[config.mk]
export PLATFORM = sky130hd
export DESIGN_NAME = double_ended_queue
export DESIGN_NICKNAME = d
export VERILOG_FILES = /design/src/hdl/deq_pkg.sv /design/src/hdl/double_ended_queue.sv /design/src/hdl/deq_ram.sv
export SDC_FILE = /design/constraint.sdc
export NUM_CORES = 2
export LEC_CHECK = 0
export BUFFER_PORTS_ARGS = -buffer_cell sky130_fd_sc_hd__buf_2
export CORE_ASPECT_RATIO = 1.4
export CORE_MARGIN = 5
export CORE_UTILIZATION = 60
export CTS_CLUSTER_SIZE = 40
export DETAILED_ROUTE_END_ITERATION = 10
export PLACE_DENSITY_LB_ADDON = 0.12
export SLEW_MARGIN = 20
export SYNTH_ARGS = -nofsm -noshare
export SYNTH_HDL_FRONTEND = slang
export SYNTH_HIERARCHICAL = 1
export SYNTH_SLANG_ARGS = --single-unit
[constraint.sdc]
create_clock -name clk_i -period 12.7 [get_ports clk_i]
set_input_delay 1.27 -clock clk_i [delete_from_list [all_inputs] [get_ports clk_i]]
set_output_delay 1.27 -clock clk_i [all_outputs]
set_load 0.01 [all_outputs]
[src/hdl/deq_pkg.sv]
// Shared constants and operation and status codes for the double-ended queue.
package deq_pkg;

  localparam int unsigned DEPTH       = 256;
  localparam int unsigned VALUE_WIDTH = 16;
  localparam int unsigned ADDR_W      = (DEPTH > 1) ? $clog2(DEPTH) : 1;
  localparam int unsigned CNT_W       = $clog2(DEPTH + 1);

  typedef enum logic [1:0] {
    OP_PUSH_BACK  = 2'd0,
    OP_POP_BACK   = 2'd1,
    OP_PUSH_FRONT = 2'd2,
    OP_POP_FRONT  = 2'd3
  } op_e;

  typedef enum logic [1:0] {
    ST_DONE  = 2'd0,
    ST_EMPTY = 2'd1,
    ST_FULL  = 2'd2
  } status_e;

endpackage

[src/hdl/double_ended_queue.sv]
// Top level of the bounded double-ended queue held in a ring buffer.
// A result is registered and appears in the cycle after its input beat is accepted.
// Throughput: one beat per cycle while the output is not stalled, set by the pointer update and
// the one write or one registered read of the storage RAM per beat.
// Reset clears the front pointer, the entry count and the output valid; the
// storage itself is not cleared, since only occupied slots are ever read.
module double_ended_queue (
  input  logic                                clk_i,
  input  logic                                rst_ni,
  input  logic                                in_valid_i,
  output logic                                in_stall_o,
  input  deq_pkg::op_e                        operation_i,
  input  logic [deq_pkg::VALUE_WIDTH-1:0]     value_i,
  output logic                                out_valid_o,
  input  logic                                out_stall_i,
  output logic [deq_pkg::VALUE_WIDTH-1:0]     popped_value_o,
  output deq_pkg::status_e                    status_o,
  output logic [deq_pkg::CNT_W-1:0]           occupancy_o
);

  import deq_pkg::*;

  logic [ADDR_W-1:0]      front_q, front_d;
  logic [CNT_W-1:0]       count_q, count_d;
  logic                   out_valid_q;
  status_e                status_q, status_d;
  logic [CNT_W-1:0]       occ_q;
  logic                   pop_ok_q, pop_ok_d;

  logic                   accept;
  logic                   is_push;
  logic                   is_full;
  logic                   is_empty;
  logic [CNT_W-1:0]       offset;
  logic [CNT_W:0]         ring_sum;
  logic [ADDR_W-1:0]      back_pos;
  logic [ADDR_W-1:0]      front_dec;
  logic [ADDR_W-1:0]      front_inc;
  logic                   wr_en;
  logic [ADDR_W-1:0]      wr_addr;
  logic                   rd_en;
  logic [ADDR_W-1:0]      rd_addr;
  logic [VALUE_WIDTH-1:0] rd_data;

  assign in_stall_o = out_valid_q && out_stall_i;
  assign accept     = in_valid_i && !in_stall_o;

  assign is_push  = (operation_i == OP_PUSH_BACK) || (operation_i == OP_PUSH_FRONT);
  assign is_full  = (count_q == CNT_W'(DEPTH));
  assign is_empty = (count_q == '0);

  // Offset from the front: the free slot past the back for a push to the back,
  // the last occupied slot otherwise.
  assign offset   = (operation_i == OP_PUSH_BACK) ? count_q : count_q - 1'b1;
  assign ring_sum = (CNT_W + 1)'(front_q) + (CNT_W + 1)'(offset);

  always_comb begin
    if (ring_sum >= (CNT_W + 1)'(DEPTH)) begin
      back_pos = ADDR_W'(ring_sum - (CNT_W + 1)'(DEPTH));
    end else begin
      back_pos = ADDR_W'(ring_sum);
    end
  end

  assign front_dec = (front_q == '0) ? ADDR_W'(DEPTH - 1) : front_q - 1'b1;
  assign front_inc = (front_q == ADDR_W'(DEPTH - 1)) ? '0 : front_q + 1'b1;

  always_comb begin
    front_d  = front_q;
    count_d  = count_q;
    status_d = ST_DONE;
    pop_ok_d = 1'b0;
    wr_en    = 1'b0;
    wr_addr  = back_pos;
    rd_en    = 1'b0;
    rd_addr  = back_pos;
    if (accept) begin
      if (is_push) begin
        if (is_full) begin
          status_d = ST_FULL;
        end else begin
          wr_en   = 1'b1;
          count_d = count_q + 1'b1;
          if (operation_i == OP_PUSH_FRONT) begin
            front_d = front_dec;
            wr_addr = front_dec;
          end
        end
      end else begin
        if (is_empty) begin
          status_d = ST_EMPTY;
        end else begin
          rd_en    = 1'b1;
          pop_ok_d = 1'b1;
          count_d  = count_q - 1'b1;
          if (operation_i == OP_POP_FRONT) begin
            rd_addr = front_q;
            front_d = front_inc;
          end
        end
      end
    end
  end

  deq_ram #(
    .WIDTH  (VALUE_WIDTH),
    .DEPTH  (DEPTH),
    .ADDR_W (ADDR_W)
  ) u_ram (
    .clk_i     (clk_i),
    .wr_en_i   (wr_en),
    .wr_addr_i (wr_addr),
    .wr_data_i (value_i),
    .rd_en_i   (rd_en),
    .rd_addr_i (rd_addr),
    .rd_data_o (rd_data)
  );

  always_ff @(posedge clk_i or negedge rst_ni) begin
    if (!rst_ni) begin
      front_q     <= '0;
      count_q     <= '0;
      out_valid_q <= 1'b0;
      status_q    <= ST_DONE;
      occ_q       <= '0;
      pop_ok_q    <= 1'b0;
    end else begin
      front_q <= front_d;
      count_q <= count_d;
      if (accept) begin
        out_valid_q <= 1'b1;
        status_q    <= status_d;
        occ_q       <= count_d;
        pop_ok_q    <= pop_ok_d;
      end else if (!out_stall_i) begin
        out_valid_q <= 1'b0;
      end
    end
  end

  assign out_valid_o    = out_valid_q;
  assign status_o       = status_q;
  assign occupancy_o    = occ_q;
  assign popped_value_o = pop_ok_q ? rd_data : '0;

  // The entry count never exceeds the storage depth.
  assert property (@(posedge clk_i) disable iff (!rst_ni)
    count_q <= CNT_W'(DEPTH))
    else $error("entry count exceeds depth");

  // A refused push is only reported when the deque is full.
  assert property (@(posedge clk_i) disable iff (!rst_ni)
    out_valid_q && (status_q == ST_FULL) |-> (occ_q == CNT_W'(DEPTH)))
    else $error("full status with deque not full");

  // A refused pop reports an empty deque and a zero value.
  assert property (@(posedge clk_i) disable iff (!rst_ni)
    out_valid_q && (status_q == ST_EMPTY) |-> (occ_q == '0) && (popped_value_o == '0))
    else $error("empty status with entries held or nonzero value");

  // Without an accepted beat the front pointer and the entry count hold.
  assert property (@(posedge clk_i) disable iff (!rst_ni)
    !accept |=> $stable(count_q) && $stable(front_q))
    else $error("state changed without an accepted beat");

  // The reported occupancy tracks the entry count right after a beat.
  assert property (@(posedge clk_i) disable iff (!rst_ni)
    accept |=> (occ_q == count_q) && out_valid_q)
    else $error("reported occupancy differs from entry count");

endmodule

[src/hdl/deq_ram.sv]
// Generic single-port-write, single-port-read RAM with a registered read.
module deq_ram #(
  parameter int unsigned WIDTH  = 16,
  parameter int unsigned DEPTH  = 256,
  parameter int unsigned ADDR_W = (DEPTH > 1) ? $clog2(DEPTH) : 1
) (
  input  logic              clk_i,
  input  logic              wr_en_i,
  input  logic [ADDR_W-1:0] wr_addr_i,
  input  logic [WIDTH-1:0]  wr_data_i,
  input  logic              rd_en_i,
  input  logic [ADDR_W-1:0] rd_addr_i,
  output logic [WIDTH-1:0]  rd_data_o
);

  logic [WIDTH-1:0] mem [DEPTH];
  logic [WIDTH-1:0] rd_data_q;

  always_ff @(posedge clk_i) begin
    if (wr_en_i) begin
      mem[wr_addr_i] <= wr_data_i;
    end
  end

  always_ff @(posedge clk_i) begin
    if (rd_en_i) begin
      rd_data_q <= mem[rd_addr_i];
    end
  end

  assign rd_data_o = rd_data_q;

endmodule

# Word level (Yosys, flattened, before mapping)
# Memory sizes are Yosys's and may differ from the RTL's. A register that Yosys moved wholly into a read port is not among the register bits.
# Index checks and enable logic that the tools add are counted.
# totals
ramBits	4096
out_inout_bits	29
input_bits	22
reg_bits	30
word_cells	66
mem_count	1
# op_classes
n_reduce_logical	9
eq_ne	8
magnitude_cmp	1
n_addsub	6
mux	35
# memory_table
name	words	width	read_ports	rd_ports_with_merged_regs	wr	line_no	source
u_ram.mem	256	16	1	1	1	deq_ram.sv:16	logic [WIDTH-1:0] mem [DEPTH];
# ops
op	n
$mux W8	16
$mux W9	5
$mux W16	1
$sub A8 B1 Y8 const B	2
$mux W1	11
$add A8 B9 Y10	1
$ge A10 B9 Y1 const B	1
$add A9 B1 Y9 const B	1
$eq A9 B9 Y1 const B	1
$logic_not A9 Y1	1
$sub A9 B1 Y9 const B	1
$add A8 B1 Y8 const B	1
$eq A8 B8 Y1 const B	1
$logic_not A8 Y1	1
$reduce_and A5 Y1	1
$eq A2 B2 Y1 const B	2
$mux W2	2
$ne A2 B1 Y1 const B	2
$ne A2 B2 Y1 const B	2
$logic_and A1 B1 Y1	2
$logic_not A2 Y1	1
$reduce_bool A2 Y1	1
$logic_not A1 Y1	1
$logic_or A1 B1 Y1	1

# Depth between registers and ports, before layout
# depth
depth_word	9
mapped_depth	21
ltp_nobuf	17

# By module
# The synthesis kept the hierarchy.
# by_module_without_submodules
mod	area_each_um2	n_inst	cells_per_inst
deq_ram	158874.9	1	7360
double_ended_queue	2720.1	1	341

# Worst setup path before layout
# OpenSTA, ideal clock, no wires.
# synth_timing
kind	input to register
startpoint	input port operation_i[0]
endpoint	memory u_ram.mem[118][0], enable pin
n_path_buf	3
stages	15
t_arrival_ps	5050
t_required_ps	12312
setup_time_ps	388
setup_slack_ps	7261
cell_sequence	clkbuf_1 > or2_2 > clkbuf_1 > xnor2_1 > ha_1 > fa_1 > a211oi_1 > o21bai_1 > a21oi_1 > xor2_1 > mux2i_1 > nor2b_1 > nand3_1 > clkbuf_1 > nor2_1
# synth_via
elab_chain_cells	9
elab_cells_between_ends	16
cone_classes	2 x add/sub; 1 x order compare; 1 x eq/ne; 10 x mux; 2 x reduce/logical
# synth_lines
item	line_no	source
start, declared	double_ended_queue.sv:12	input deq_pkg::op_e operation_i,
$logic_not A2 Y1	double_ended_queue.sv:48, double_ended_queue.sv:54	
$mux W9	double_ended_queue.sv:54	assign offset = (operation_i == OP_PUSH_BACK) ? count_q : count_q - 1'b1;
$add A8 B9 Y10	double_ended_queue.sv:55	assign ring_sum = (CNT_W + 1)'(front_q) + (CNT_W + 1)'(offset);
$sub A8 B1 Y8 or $ge A10 B9 Y1 (tied branches)	double_ended_queue.sv:59, double_ended_queue.sv:58	
$mux W8	double_ended_queue.sv:58	if (ring_sum >= (CNT_W + 1)'(DEPTH)) begin
$mux W8	double_ended_queue.sv:84	if (operation_i == OP_PUSH_FRONT) begin
$mux W8	double_ended_queue.sv:79	if (is_full) begin
$mux W8	double_ended_queue.sv:78	if (is_push) begin
$mux W8 *	double_ended_queue.sv:77	if (accept) begin
named net wr_addr[6]	double_ended_queue.sv:40	logic [ADDR_W-1:0] wr_addr;
end, declared	deq_ram.sv:16	
# Mark *: on every way through the listed nets, which the timed path passes. The rest lies on a longest branch.

# Worst setup path after layout
# layout_timing
startpoint	register count_q[0]
endpoint	register u_ram.rd_data_q[4] (netlist: u_ram/rd_data_o[4]), read port of u_ram.mem, data pin
# layout_via
elab_chain_cells	9
elab_cells_between_ends	14
cone_classes	3 x add/sub; 1 x order compare; 9 x mux; 1 x reduce/logical
# layout_lines
item	line_no	source
start, declared	double_ended_queue.sv:24	logic [CNT_W-1:0] count_q, count_d;
start signal, assigned	double_ended_queue.sv:129	count_q <= count_d;
$sub A9 B1 Y9	double_ended_queue.sv:54	
$mux W9	double_ended_queue.sv:54	
$add A8 B9 Y10	double_ended_queue.sv:55	
$sub A8 B1 Y8 or $ge A10 B9 Y1 (tied branches)	double_ended_queue.sv:59, double_ended_queue.sv:58	
$mux W8	double_ended_queue.sv:58	
$mux W8	double_ended_queue.sv:96	if (operation_i == OP_POP_FRONT) begin
$mux W8	double_ended_queue.sv:90	if (is_empty) begin
$mux W8	double_ended_queue.sv:78	
$mux W8 *	double_ended_queue.sv:77	
named net rd_addr[0]	double_ended_queue.sv:42	logic [ADDR_W-1:0] rd_addr;
end, declared	deq_ram.sv:17	logic [WIDTH-1:0] rd_data_q;
# Marked as above.
# A chain may end at the register's enable or synchronous reset.

==> parameters.txt <==
Parameter                              Value

Critical path
  Critical path destination    u_ram/rd_data_o[4]
  Crit path buf inv count    4
  Largest stage delay on the critical path    1.03 ns
  Element type at the critical path start    register
  R2R cell count    15
  Slack of the worst reg-to-reg path    5.42 ns
  Critical path's most frequent cell    sky130_fd_sc_hd__buf_12
  Endpoint arrival time on the critical path    8.01 ns
  Required arrival time at the worst endpoint    13.43 ns
  Sequence of cells on the critical path    inv_1, ha_1, or4b_4, o21ai_1, nor3_2, buf_4, mux2_8, buf_12, buf_12, mux2_2, a221oi_1, o21ai_0, nand4_1, or4b_1, nor4_2
  Startpoint of the worst register-to-register path    count_q[0]
  Source of the critical timing path    count_q[0]
  Class of the most critical setup path    register to register
  Largest delay contributor family on the critical path    simple AND/OR/NAND/NOR gates
  Critical-path maximum fanout    130
  Worst reg2reg endpoint    u_ram/rd_data_o[4]
  Worst Setup End Kind    register
  Depth of the critical timing path with buffers and inverters included    15
  Worst path slowest cell    sky130_fd_sc_hd__or4b_1

Synth
  Share of synthesized area spent on multiplexers    15.3%
  Post-Syn Nets    7,738
  Most used flip-flop cell after synthesis    sky130_fd_sc_hd__edfxtp_1
  Post-Synth XOR/XNOR Area    0.141%
  Share of synthesized area occupied by flip-flops and latches    76.9%
  Dominant cell type by area after synthesis    sky130_fd_sc_hd__edfxtp_1
  Post-synth EDFFs    4,112
  Synthesized-area fraction occupied by ao, oa, aoi and oai cells    3.84%
  Cell area after synthesis    162,000 um2
  Top cells by area, synth    sky130_fd_sc_hd__edfxtp_1 76%, sky130_fd_sc_hd__mux4_2 11%, sky130_fd_sc_hd__mux2i_1 3.5%
  Yosys warning count    6
  Synth Register Bits    4,142
  Main combinational cell family by area after synthesis    multiplexers
  Number of distinct standard cells referenced by the synthesized netlist    76
  Area fraction of the dominant cell type after synthesis    76.4%
  Share of flip-flops with an asynchronous set or reset after synthesis    0.724%
  Per-instance average area after synthesis    21.0 um2
  Post-synthesis cell count    7,701
  Simple-gate area share of the yosys netlist    1.97%
  Post-synthesis share of cell area spent on full adders, half adders and majority gates    0.121%

Detailed routing
  Number of nets still failing antenna checks after routing    0
  Remaining routing DRC violations    0
  Final wirelength    415,000 um
  Violation count after the first detailed-route iteration    10,184
  Avg WL per Cell    35.0 um
  Detailed-route via count    80,754
  Detailed-routing iteration count for the pre-antenna-repair pass    6
  Average via count per standard cell    6.82

Floorplan
  Standard-cell rows    225
  X dimension of the die    449 um
  Die boundary height    624 um
  Initial cell density of the core    60.2%
  Floorplan die area    280,000 um2
  # IOs    51
  Core Region    268,000 um2

Timing
  Part of the cycle the worst path needs    57.3%
  Number of endpoints failing setup at the final stage    0
  Number of slew-limit violations in the final report    0
  Slew Limit Headroom    20.6%
  RSZ-0062 raised after global routing    false
  Total negative setup slack    0 ns
  Final Hold Fails    0
  Post-route clock skew    0.0445 ns
  Timing-limited maximum frequency    137 MHz
  Post-route minimum period    7.28 ns
  Pin slew with the least headroom to its limit    1.18 ns

GRT
  Vias in the first global route    80,042
  Maximum number of pins on one net before global-route repair    182
  Antenna violations before repair    15
  Global-route usage over all layers    29.5%
  Overflow left after global routing    0
  Global-route wire length before repair    592,000 um

Placement
  Placer's final routability congestion estimate    0.905
  Cell count after placement    11,155
  Number of buffer cells added on primary ports    50
  Half-perimeter wire length after detailed placement    239,000 um

Layout
  Fill cell total of the finished layout    17,043
  Fraction of final layout cells with drive strength greater than 1    23.3%
  Total area of multi-input combinational cells    34,900 um2
  Number of cells in the finished layout apart from fillers    11,848
  Register cell area after layout    124,000 um2
  Layout overhead on the synthesized area    10.9%
  Total Nets Final    8,057

Clock tree
  Clock tree from TritonCTS    yes
  Post-CTS Hold Buffers    0
  Later-pin clock latency in the skew report    0.90 ns
  Post-CTS setup buffer count    0
  Clock-pin slew of the registers on the worst-case setup and hold paths    0.06 ns
  Level count of the clock H-tree    5
  Post-CTS resize count    0
  Buffer type at the clock tree root    sky130_fd_sc_hd__clkbuf_16
  Number of buffers created by CTS    378
  Maximum clock insertion buffer count    4
  Sink count of the clock tree    4,142

Min path
  Worst min-delay path category    primary input to asynchronous set/reset pin

Status
  Outcome    finished clean

Run
  Max-capacitance violation count    0
[state kept, by name, summed over array words and instances (netlist names)]
signal and count:
count_q 9, front_q 8, occupancy_o 9, out_valid_o 1, pop_ok_q 1, status_o 2, u_ram/mem 4096, u_ram/rd_data_o 16
[how the worst min path moves through the flow]
stage                     end  slack, ns
2_1_floorplan  occupancy_o[7]       0.51
3_3_place_gp   occupancy_o[7]       0.46
3_5_place_dp   occupancy_o[7]       0.46
4_1_cts           out_valid_o       0.39
5_1_grt           out_valid_o       0.44
6_report          status_o[1]       0.42
[synthesized netlist by cell type, types with 4 or more instances]
cell type and count:
sky130_fd_sc_hd__a2111oi_0 6, sky130_fd_sc_hd__a211oi_1 21, sky130_fd_sc_hd__a21o_1 5, sky130_fd_sc_hd__a21oi_1 197
sky130_fd_sc_hd__a221oi_1 31, sky130_fd_sc_hd__a22o_1 36, sky130_fd_sc_hd__a22oi_1 44, sky130_fd_sc_hd__a31oi_1 8
sky130_fd_sc_hd__and2_1 23, sky130_fd_sc_hd__and3_1 17, sky130_fd_sc_hd__and4_1 4, sky130_fd_sc_hd__buf_1 28
sky130_fd_sc_hd__buf_12 5, sky130_fd_sc_hd__buf_2 78, sky130_fd_sc_hd__buf_4 27, sky130_fd_sc_hd__buf_6 78
sky130_fd_sc_hd__buf_8 11, sky130_fd_sc_hd__clkbuf_1 252, sky130_fd_sc_hd__dfrtp_1 30, sky130_fd_sc_hd__edfxtp_1 4112
sky130_fd_sc_hd__ha_1 14, sky130_fd_sc_hd__inv_1 13, sky130_fd_sc_hd__mux2_2 94, sky130_fd_sc_hd__mux2i_1 570
sky130_fd_sc_hd__mux4_2 797, sky130_fd_sc_hd__nand2_1 78, sky130_fd_sc_hd__nand2b_1 4, sky130_fd_sc_hd__nand3_1 48
sky130_fd_sc_hd__nand4_1 30, sky130_fd_sc_hd__nand4b_1 4, sky130_fd_sc_hd__nor2_1 329, sky130_fd_sc_hd__nor2b_1 10
sky130_fd_sc_hd__nor3_1 96, sky130_fd_sc_hd__nor4_1 18, sky130_fd_sc_hd__o21ai_0 63, sky130_fd_sc_hd__o221ai_1 254
sky130_fd_sc_hd__o22ai_1 151, sky130_fd_sc_hd__o31ai_1 18, sky130_fd_sc_hd__o32ai_1 21, sky130_fd_sc_hd__or2_2 6
sky130_fd_sc_hd__xnor2_1 20, sky130_fd_sc_hd__xor2_1 6
[layout make-up]
class | instances | area share (%)
timing repair buffer | 418 | 1.94
sequential | 4142 | 69.3
antenna | 15 | 0.0209
inverter | 15 | 0.0398
clock buffer | 460 | 5.63
multi-input combinational | 3065 | 19.5
tap | 3518 | 2.46
clock inverter | 215 | 1.13
[per-layer routing]
layer  vias up  share of wire, %  track usage, %
li1      33099                 -               -
met4         2               5.5            13.6
met3       786               8.6            5.15
met5         -            0.0046               0
met1     42737                36            39.1
met2      4130                50            48.7
[cells by family after synthesis]
kind of cell    count (synthesis)
buf+inv                       494
flops                        4142
simple gates                  687
compound gates                876
fa+ha+maj                      15
xor+xnor                       26
mux                          1461
[placed cells by master (no fill, tap or decap), drive strengths merged, types with 38 or more instances in the layout]
| cell type | instances |
|---|---|
| clkbuf | 460 |
| buf | 418 |
| a21oi | 197 |
| mux2 | 94 |
| nand2 | 78 |
| mux2i | 570 |
| nand3 | 49 |
| nor2 | 329 |
| a22oi | 44 |
| nor3 | 97 |
| clkinv | 151 |
| o221ai | 255 |
| mux4 | 797 |
| o22ai | 151 |
| bufinv | 38 |
| edfxtp | 4112 |
| o21ai | 65 |
[metrics by stage]
step | area [um2] | util, % | hold slack, ns | setup slack [ns]
2_1_floorplan | 162000 | - | 0.515 | 7.26
3_3_place_gp | 167000 | 62.2 | 0.461 | 4.68
3_5_place_dp | 167000 | 62.3 | 0.460 | 4.93
4_1_cts | 179000 | 66.8 | 0.386 | 5.44
5_1_grt | 179000 | 66.8 | 0.444 | 5.01
6_report | 179000 | 66.8 | 0.425 | 5.42
Power is left out: the tool's default activity adds up to more than one toggle a clock period on the data nets, which glitch-free logic cannot reach.
